==> config.mk <==
export PLATFORM = sky130hd
export DESIGN_NAME = sorted_priority_queue
export DESIGN_NICKNAME = d
export VERILOG_FILES = /design/src/design/spq_pkg.sv /design/src/design/spq_cell.sv /design/src/design/sorted_priority_queue.sv
export SDC_FILE = /design/constraint.sdc
export NUM_CORES = 2
export LEC_CHECK = 0
export ABC_AREA = 1
export BUFFER_PORTS_ARGS = -buffer_cell sky130_fd_sc_hd__buf_2
export CAP_MARGIN = 20
export CORE_MARGIN = 2
export CORE_UTILIZATION = 40
export DETAILED_ROUTE_END_ITERATION = 8
export GPL_ROUTABILITY_DRIVEN = 0
export PLACE_DENSITY_LB_ADDON = 0.15
export SYNTH_ARGS = -nofsm -noshare
export SYNTH_HDL_FRONTEND = slang
export SYNTH_SLANG_ARGS = --single-unit
export TNS_END_PERCENT = 30
==> constraint.sdc <==
create_clock -name clk -period 8.5 [get_ports clk]
set_input_delay 1.275 -clock clk [delete_from_list [all_inputs] [get_ports clk]]
set_output_delay 1.275 -clock clk [all_outputs]
set_load 0.02 [all_outputs]
==> src/design/spq_pkg.sv <==
// Shared types and codes for the sorted priority queue.
// No dependencies; used by every module of the block.
`default_nettype none

package spq_pkg;

    // Default number of cells in the chain.
    localparam int QueueDepthDefault = 16;

    localparam int TagW  = 16;
    localparam int PrioW = 16;

    // Operation codes carried in the kind field.
    typedef enum logic [1:0] {
        KIND_INSERT   = 2'd0,
        KIND_REMOVE   = 2'd1,
        KIND_CONTAINS = 2'd2,
        KIND_NOP      = 2'd3
    } kind_t;

    // Result status codes.
    typedef enum logic [1:0] {
        ST_OK    = 2'd0,
        ST_EMPTY = 2'd1,
        ST_FULL  = 2'd2
    } status_t;

    // What every cell does in the current cycle.
    typedef enum logic [1:0] {
        CELL_HOLD   = 2'd0,
        CELL_INSERT = 2'd1,
        CELL_SHIFT  = 2'd2
    } cell_op_t;

    // One queue entry.
    typedef struct packed {
        logic [TagW-1:0]         tag;
        logic signed [PrioW-1:0] prio;
    } entry_t;

    // Control broadcast from the top level to all cells.
    typedef struct packed {
        cell_op_t op;
        entry_t   ins;
    } cell_ctrl_t;

endpackage

`default_nettype wire

==> src/design/spq_cell.sv <==
// One cell of the sorted chain: holds a single entry and moves it to or from
// its neighbors on insert and remove. Depends on spq_pkg.
`default_nettype none

module spq_cell (
    input  wire logic                  clk,
    input  wire spq_pkg::cell_ctrl_t   ctrl,
    input  wire logic                  own_valid,
    input  wire logic                  left_keep,
    input  wire spq_pkg::entry_t       left_entry,
    input  wire spq_pkg::entry_t       right_entry,
    output logic                       keep,
    output spq_pkg::entry_t            entry,
    output spq_pkg::entry_t            entry_next
);

    spq_pkg::entry_t entry_reg;

    // A cell keeps its entry on insert when it ranks at or above the new one,
    // so equal priorities stay ahead of later arrivals.
    assign keep  = own_valid && ($signed(entry_reg.prio) >= $signed(ctrl.ins.prio));
    assign entry = entry_reg;

    // Next entry: hold, take the new word, or take a neighbor's entry.
    always_comb
    begin
        unique case (ctrl.op)
            spq_pkg::CELL_INSERT:
            begin
                if (keep)
                begin
                    entry_next = entry_reg;
                end
                else if (left_keep)
                begin
                    entry_next = ctrl.ins;
                end
                else
                begin
                    entry_next = left_entry;
                end
            end
            spq_pkg::CELL_SHIFT:
            begin
                entry_next = right_entry;
            end
            default:
            begin
                entry_next = entry_reg;
            end
        endcase
    end

    // Payload storage; validity comes from the count in the top level.
    always_ff @(posedge clk)
    begin
        entry_reg <= entry_next;
    end

endmodule

`default_nettype wire

==> src/design/sorted_priority_queue.sv <==
// Top level of the sorted priority queue: a chain of spq_cell instances,
// the entry count and the registered result word. Depends on spq_pkg, spq_cell.
//
//  channel | signals                          | direction
//  --------+----------------------------------+----------
//  in      | in_valid in_ready kind item_tag  | into block
//          | item_priority                    |
//  out     | out_valid out_ready status ...   | out of block
//
// All cells compare the priority of an accepted word in parallel and shift
// together, so the result register loads at the accepting edge. A word is
// accepted whenever the result register is free or being emptied in the
// same cycle, giving one word per cycle while out_ready stays high; a result
// word held by the receiver stalls the input.
// Reset empties the queue at once; entry payloads are not cleared.
`default_nettype none

module sorted_priority_queue #(
    parameter int QUEUE_DEPTH = spq_pkg::QueueDepthDefault,
    localparam int CntW = $clog2(QUEUE_DEPTH + 1)
) (
    input  wire logic                      clk,
    input  wire logic                      rst_n,
    input  wire logic                      in_valid,
    output logic                           in_ready,
    input  wire logic [1:0]                kind,
    input  wire logic [spq_pkg::TagW-1:0]  item_tag,
    input  wire logic signed [spq_pkg::PrioW-1:0] item_priority,
    output logic                           out_valid,
    input  wire logic                      out_ready,
    output logic [1:0]                     status,
    output logic [spq_pkg::TagW-1:0]       removed_tag,
    output logic signed [spq_pkg::PrioW-1:0] removed_priority,
    output logic                           found,
    output logic                           head_valid,
    output logic [spq_pkg::TagW-1:0]       head_tag,
    output logic signed [spq_pkg::PrioW-1:0] head_priority,
    output logic [CntW-1:0]                entry_count
);

    spq_pkg::kind_t     kind_in;
    spq_pkg::cell_ctrl_t ctrl;
    logic               accept;
    logic               is_full;
    logic               is_empty;

    logic [CntW-1:0]    count_reg;
    logic [CntW-1:0]    count_next;

    logic [QUEUE_DEPTH-1:0] cell_valid;
    logic [QUEUE_DEPTH-1:0] cell_keep;
    logic [QUEUE_DEPTH-1:0] cell_match;
    spq_pkg::entry_t    cell_entry      [QUEUE_DEPTH];
    spq_pkg::entry_t    cell_entry_next [QUEUE_DEPTH];

    logic               out_valid_reg;
    spq_pkg::status_t   status_reg;
    spq_pkg::status_t   status_next;
    spq_pkg::entry_t    removed_reg;
    spq_pkg::entry_t    removed_next;
    logic               found_reg;
    logic               found_next;
    spq_pkg::entry_t    head_reg;
    spq_pkg::entry_t    head_next;
    logic [CntW-1:0]    count_out_reg;

    assign kind_in  = spq_pkg::kind_t'(kind);
    assign in_ready = !out_valid_reg || out_ready;
    assign accept   = in_valid && in_ready;
    assign is_full  = (count_reg == CntW'(QUEUE_DEPTH));
    assign is_empty = (count_reg == '0);

    // Broadcast operation for the chain.
    always_comb
    begin
        ctrl.ins.tag  = item_tag;
        ctrl.ins.prio = item_priority;
        ctrl.op       = spq_pkg::CELL_HOLD;
        if (accept && (kind_in == spq_pkg::KIND_INSERT) && !is_full)
        begin
            ctrl.op = spq_pkg::CELL_INSERT;
        end
        else if (accept && (kind_in == spq_pkg::KIND_REMOVE) && !is_empty)
        begin
            ctrl.op = spq_pkg::CELL_SHIFT;
        end
    end

    // The chain of cells; a cell holds a live entry when it lies below the count.
    for (genvar i = 0; i < QUEUE_DEPTH; i++)
    begin : g_cell
        spq_pkg::entry_t left_e;
        spq_pkg::entry_t right_e;
        logic            left_k;

        assign cell_valid[i] = (count_reg > CntW'(i));
        assign cell_match[i] = cell_valid[i] && (cell_entry[i].tag == item_tag);

        if (i == 0)
        begin : g_first
            assign left_k = 1'b1;
            assign left_e = ctrl.ins;
        end
        else
        begin : g_mid
            assign left_k = cell_keep[i-1];
            assign left_e = cell_entry[i-1];
        end

        if (i == QUEUE_DEPTH - 1)
        begin : g_last
            assign right_e = cell_entry[i];
        end
        else
        begin : g_inner
            assign right_e = cell_entry[i+1];
        end

        spq_cell u_cell (
            .clk        (clk),
            .ctrl       (ctrl),
            .own_valid  (cell_valid[i]),
            .left_keep  (left_k),
            .left_entry (left_e),
            .right_entry(right_e),
            .keep       (cell_keep[i]),
            .entry      (cell_entry[i]),
            .entry_next (cell_entry_next[i])
        );
    end

    // Count and result word for the accepted operation.
    always_comb
    begin
        count_next   = count_reg;
        status_next  = spq_pkg::ST_OK;
        removed_next = '0;
        found_next   = 1'b0;
        unique case (kind_in)
            spq_pkg::KIND_INSERT:
            begin
                if (is_full)
                begin
                    status_next = spq_pkg::ST_FULL;
                end
                else
                begin
                    count_next = count_reg + CntW'(1);
                end
            end
            spq_pkg::KIND_REMOVE:
            begin
                if (is_empty)
                begin
                    status_next = spq_pkg::ST_EMPTY;
                end
                else
                begin
                    count_next   = count_reg - CntW'(1);
                    removed_next = cell_entry[0];
                end
            end
            spq_pkg::KIND_CONTAINS:
            begin
                found_next = |cell_match;
            end
            default:
            begin
                count_next = count_reg;
            end
        endcase
        head_next = (count_next != '0) ? cell_entry_next[0] : '0;
    end

    // Control registers.
    always_ff @(posedge clk or negedge rst_n)
    begin
        if (!rst_n)
        begin
            count_reg     <= '0;
            out_valid_reg <= 1'b0;
        end
        else
        begin
            if (accept)
            begin
                count_reg <= count_next;
            end
            if (accept)
            begin
                out_valid_reg <= 1'b1;
            end
            else if (out_ready)
            begin
                out_valid_reg <= 1'b0;
            end
        end
    end

    // Result payload register.
    always_ff @(posedge clk)
    begin
        if (accept)
        begin
            status_reg    <= status_next;
            removed_reg   <= removed_next;
            found_reg     <= found_next;
            head_reg      <= head_next;
            count_out_reg <= count_next;
        end
    end

    assign out_valid        = out_valid_reg;
    assign status           = status_reg;
    assign removed_tag      = removed_reg.tag;
    assign removed_priority = removed_reg.prio;
    assign found            = found_reg;
    assign head_valid       = (count_out_reg != '0);
    assign head_tag         = head_reg.tag;
    assign head_priority    = head_reg.prio;
    assign entry_count      = count_out_reg;

endmodule

`default_nettype wire

# == Word-level counts from Yosys, hierarchy flattened ==
# Index checks and enable logic that the tools add are counted.
# classes
add_sub_neg,2
order_cmp,32
eq_ne,35
muxes,55
bitwise,2
n_reduce_logical,64
# op_table
operator,n
32-bit 2-to-1 mux,30
32-bit case mux with 2 select lines,15
16-bit equality test,16
16-bit greater-or-equal comparator,16
"5-bit by 4-bit greater-than comparator with 1-bit output, second input constant",8
1-bit logical AND,37
2-bit AND reduction,15
"2-bit inequality test, second input constant",14
"5-bit by 3-bit greater-than comparator with 1-bit output, second input constant",4
16-bit OR reduction,1
"5-bit by 1-bit greater-than comparator with 1-bit output, second input constant",2
"5-bit by 2-bit greater-than comparator with 1-bit output, second input constant",2
5-bit 2-to-1 mux,2
5-bit case mux with 2 select lines,1
5-bit nonzero test,2
2-bit 2-to-1 mux,3
"5-bit by 1-bit adder with 5-bit output, second input constant",1
"5-bit equality test, second input constant",1
5-bit zero test,1
"5-bit by 1-bit subtractor with 5-bit output, second input constant",1
"2-bit by 1-bit equality test with 1-bit output, second input constant",2
"2-bit equality test, second input constant",2
2-bit case mux with 2 select lines,1
2-bit nonzero test,2
6 further kinds,11
# totals
register_bits,590
inputBits,38
output_inout_bits,75
word_cells,231

# == Logic depth before layout (Yosys ltp) ==
# depth
depth_word,10
mapped_depth,17
mapped_depth_nobuf,15

# == By module ==
# Synthesis repeated with hierarchy kept, for this count alone.
# unflattened
hier_cells,8060
hier_area_um2,49822.8
# modules_own_cells
module,instances,cells_each,area_each_um2,seq_area_each_um2
spq_cell,16,418,2616.3,640.6
sorted_priority_queue,1,1372,7962.6,2312.2

# == Least setup slack after synthesis ==
# No wires, ideal clock.
# synth_timing
kind,input -> register
start,input port item_priority[13] (netlist bit)
end,"register g_cell[15].u_cell.entry_reg, in the netlist g_cell[15].u_cell.entry[0], enable pin"
setup_ns,0.432
arrival_ns,4.614
required_time_ns,8.068
slack_ns,3.454
cell_stages,12
path_buffers,1
path_cell_list,inv_1 -> clkbuf_1 -> ha_1 -> nand2_1 -> inv_1 -> o21ai_0 -> nand2_1 -> a21oi_1 -> nand2_1 -> xor2_1 -> nand2_1 -> a21oi_1
# synth_via
elab_chain_len,4
# synth_rtl
element,line,rtl
start: declaration,sorted_priority_queue.sv:28,"input wire logic signed [spq_pkg::PrioW-1:0] item_priority,"
16-bit greater-or-equal comparator,spq_cell.sv:21,assign keep = own_valid && ($signed(entry_reg.prio) >= $signed(ctrl.ins.prio));
1-bit logical AND,spq_cell.sv:21,
1-bit NOT (no source line),-,
2-bit AND reduction (no source line),-,
end signal: assignment,spq_cell.sv:57,entry_reg <= entry_next;
end: declaration,spq_cell.sv:17,spq_pkg::entry_t entry_reg;
# Every way passes these cells.
# A chain may end at the register's enable or synchronous reset.

# == Worst setup path after layout ==
# layout_timing
start,register count_reg[0]
end,"register g_cell[9].u_cell.entry_reg, in the netlist g_cell[9].u_cell.entry[30], enable pin"
# layout_via
elab_chain_len,8
elab_cells_between_ends,15
classes_between,order compare: 1; eq/ne: 4; mux: 2; reduce/logical: 8
# layout_rtl
element,line,rtl
start: declaration,sorted_priority_queue.sv:47,logic [CntW-1:0] count_reg;
start signal: assignment,sorted_priority_queue.sv:187,count_reg <= count_next;
5-bit zero test,sorted_priority_queue.sv:71,assign is_empty = (count_reg == '0);
1-bit zero test,sorted_priority_queue.sv:83,else if (accept && (kind_in == spq_pkg::KIND_REMOVE) && !is_empty)
1-bit logical AND,sorted_priority_queue.sv:83,
2-bit 2-to-1 mux,sorted_priority_queue.sv:83,
2-bit 2-to-1 mux,sorted_priority_queue.sv:79,if (accept && (kind_in == spq_pkg::KIND_INSERT) && !is_full)
2-bit by 1-bit equality test with 1-bit output or 2-bit equality test (tied branches),-,
2-bit inequality test (no source line) or 2-bit nonzero test (tied branches),-,
2-bit AND reduction (no source line) *,-,
end signal: assignment,spq_cell.sv:57,
end: declaration,spq_cell.sv:17,
# Mark *: on every way between the ends. The rest lies on a longest branch, timed or not.

==> metrics.md <==
| Metric | Value |
|---|---|
| Status | `finished, final reports clean` |
| Slew margin rel. | `0.267` |
| Unrepaired setup endpoints after global routing | `no` |
| Crit Path Class | `reg2reg` |
| Worst-path clk slew | `around 0.06 ns` |
| Synth Cell Area | `around 40000 um^2` |
| HPWL Detailed | `roughly 110000 um` |
| Length of routed met3 wiring | `approximately 11000 um` |
| Initial core utilization | `0.403` |
| Top post-synthesis cells by area | `edfxtp_1 (40%), nand2_1 (16%), nand3_1 (12%)` |
| EDFF count, synth | `552` |
| Layout cells sized above 1 | `0.0686` |
| Worst hold-check path type | `in2async` |
| Synth Register Bits | `just under 600` |
| DIE AREA | `105000 um^2` |
| CTS tree | `done` |
| Vias | `around 38000` |
| Post-Syn Instances | `about 5400` |
| Final instance area | `between 40000 and 50000 um^2` |
| Top sig layer | `met5` |
| LEAKAGE | `around 21 nW` |
| Global-route wire length before repair | `roughly 230000 um` |
| Final net count | `around 5700` |
| Overflow after GRT | `0` |
| Overall power | `approximately 13 mW` |
| DRT antenna net count | `0` |
| Seq/Total Area, Yosys | `0.423` |
| Placed cell area | `42800 um^2` |
| Clock buffer depth | `3` |
| Worst Path Required | `8.87 ns` |
| Sequential standard cell area | `roughly 17000 um^2` |
| Final setup fails | `0` |
| Fill cell count | `10500` |
| GRT Util Overall | `0.294` |
| CTS H-Tree Depth | `3` |
| Area leader, netlist | `edfxtp_1` |
| Final TNS setup | `0 ns` |
| Vias in the first global route | `~37000` |
| Peak supply drop | `163 uV` |
| Setup crit end kind | `flop` |
| Critical path data arrival time | `approximately 5.8 ns` |
| 1st-pass router iterations | `8` |
| Synth warn | `0` |
| Drt total wl | `~160000 um` |
| Post-synthesis async set-or-reset flop share | `0.0102` |
| Port Buf Inserts | `112` |
| Tightest Pin Transition | `around 1.1 ns` |
| Clock Skew | `roughly 0.025 ns` |
| Height of the die | `around 320 um` |
| Final hold violations | `0` |
| Syn nets | `around 5700` |
| Top cell type's share of synthesized area | `0.404` |
| Fmax | `~190 MHz` |
| # rows | `~120` |
| Top_reg_cell synth | `edfxtp_1` |
| Vias/cell | `5.63` |
| DR iter-0 viols | `around 4000` |
| Max reg flops | `approximately 500` |
| Largest net degree at the start of global routing | `around 190` |
| Critical Path Start Type | `flop` |
| Clk root buf | `clkbuf_16` |
| Post-CTS resize count | `0` |
| Final Non-Filler Cells | `about 6800` |
| Final period utilization | `0.633` |
| Clk_lat worst skew | `approximately 0.64 ns` |
| Post-synthesis cell type count | `40` |
| Chip Width | `roughly 320 um` |
| WL/cell | `approximately 23 um` |
| WL met2 | `between 70000 and 80000 um` |
| Synth Area per Inst | `7.53 um^2` |
| Initial antenna violation count | `3` |
| Clk sink count | `590` |
| PwrDens | `just under 300 nW/um^2` |
| Cell Count Post-Placement | `roughly 6700` |
| Core area | `roughly 100000 um^2` |
| Area of the multi-input gates | `~20000 um^2` |
| Critical Path Fanout Max | `130` |
| Period minus WS final | `5.38 ns` |
| Total CTS buffers | `72` |
| I/O pins | `113` |
| Pins over their slew limit | `0` |
| Layout area overhead | `10.3%` |
| Post-CTS setup buffer count | `0` |
| Max-Cap Viols | `0` |
| Met1 wire length | `64600 um` |
| Hold buffers post-CTS | `0` |
| # DRC | `0` |
==> final timing paths <==
path | endpoint | cells after the start | start | slack [ns]
setup / recovery | g_cell[9].u_cell.entry[30] | 11 | count_reg[0] | 3.12
hold / removal | out_valid | 1 | rst_n | 0.47
setup reg to reg | g_cell[9].u_cell.entry[30] | 11 | count_reg[0] | 3.12
hold reg to reg | g_cell[8].u_cell.entry[0] | 2 | g_cell[9].u_cell.entry[0] | 0.56
max in group asynchronous | count_reg[2] | 1 | rst_n | 7.87
min in group clk | g_cell[8].u_cell.entry[0] | 2 | g_cell[9].u_cell.entry[0] | 0.56
==> final cells by class <==
class,instances,area share
clock inverter,30,0.00713
tap,1368,0.0378
antenna,1,0.0000553
timing repair buffer,231,0.0333
inverter,606,0.0504
clock buffer,100,0.0451
multi-input combinational,3910,0.442
sequential,590,0.384
==> power breakdown <==
part           switching, mW  internal [mW]  leakage, nW  total [mW]
clock network           1.33           1.89         1.15        3.22
registers              0.502           4.12         5.47        4.63
logic                   3.83           1.59         14.4        5.42
total                   5.66           7.60         21.0        13.3
==> worst max-delay path: stages (launching register included) <==
cell,delay [ns]
dfrtp_1,0.44
inv_1,0.17
ha_1,0.17
inv_1,0.07
nor2_4,0.14
nand2_4,0.31
nand2_4,0.49
nor2_4,0.21
inv_8,0.47
buf_4,0.89
nand2_1,0.86
buf_4,0.49
==> placed cells by master (no fill, tap or decap), drive strengths merged, types with 112 or more instances in the layout <==
cell / count
a21oi: 168
buf: 231
edfxtp: 552
ha: 261
inv: 603
nand2: 1796
nand3: 1014
nor2: 177
o21ai: 125
xnor2: 112
==> Yosys cell counts (61+ instances only) <==
library cell	n
o22ai_1	103
buf_2	101
inv_1	597
xnor2_1	112
ha_1	261
clkbuf_1	219
edfxtp_1	552
nand2_1	1792
nor2_1	174
a21oi_1	166
nand3_1	1013
o21ai_0	111
nand4_1	61
==> layer usage <==
layer	global-route usage	vias up
met3	0.0408	346
met1	0.386	18500
li1	-	18000
met5	0	-
met2	0.494	1594
met4	0.108	2
==> kinds of logic after synthesis <==
| group | share of synthesized area |
|---|---|
| DFF | 0.423 |
| AOI/OAI and AO/OA | 0.0547 |
| buffers and inverters | 0.0900 |
| and+or+nand+nor | 0.321 |
| xor gates and xnor gates | 0.0314 |
| adders and majority gates | 0.0796 |
==> stage by stage <==
stage	worst slack, ns	util	hold WS (ns)
after detailed placement	3.10	0.421	0.545
after global placement	3.20	0.421	0.522
after floorplan	3.45	-	0.520
final	3.12	0.445	0.470
after CTS	3.25	0.444	0.446
after global routing	2.83	0.445	0.463
Note: power is estimated with default switching activity, not from simulation.
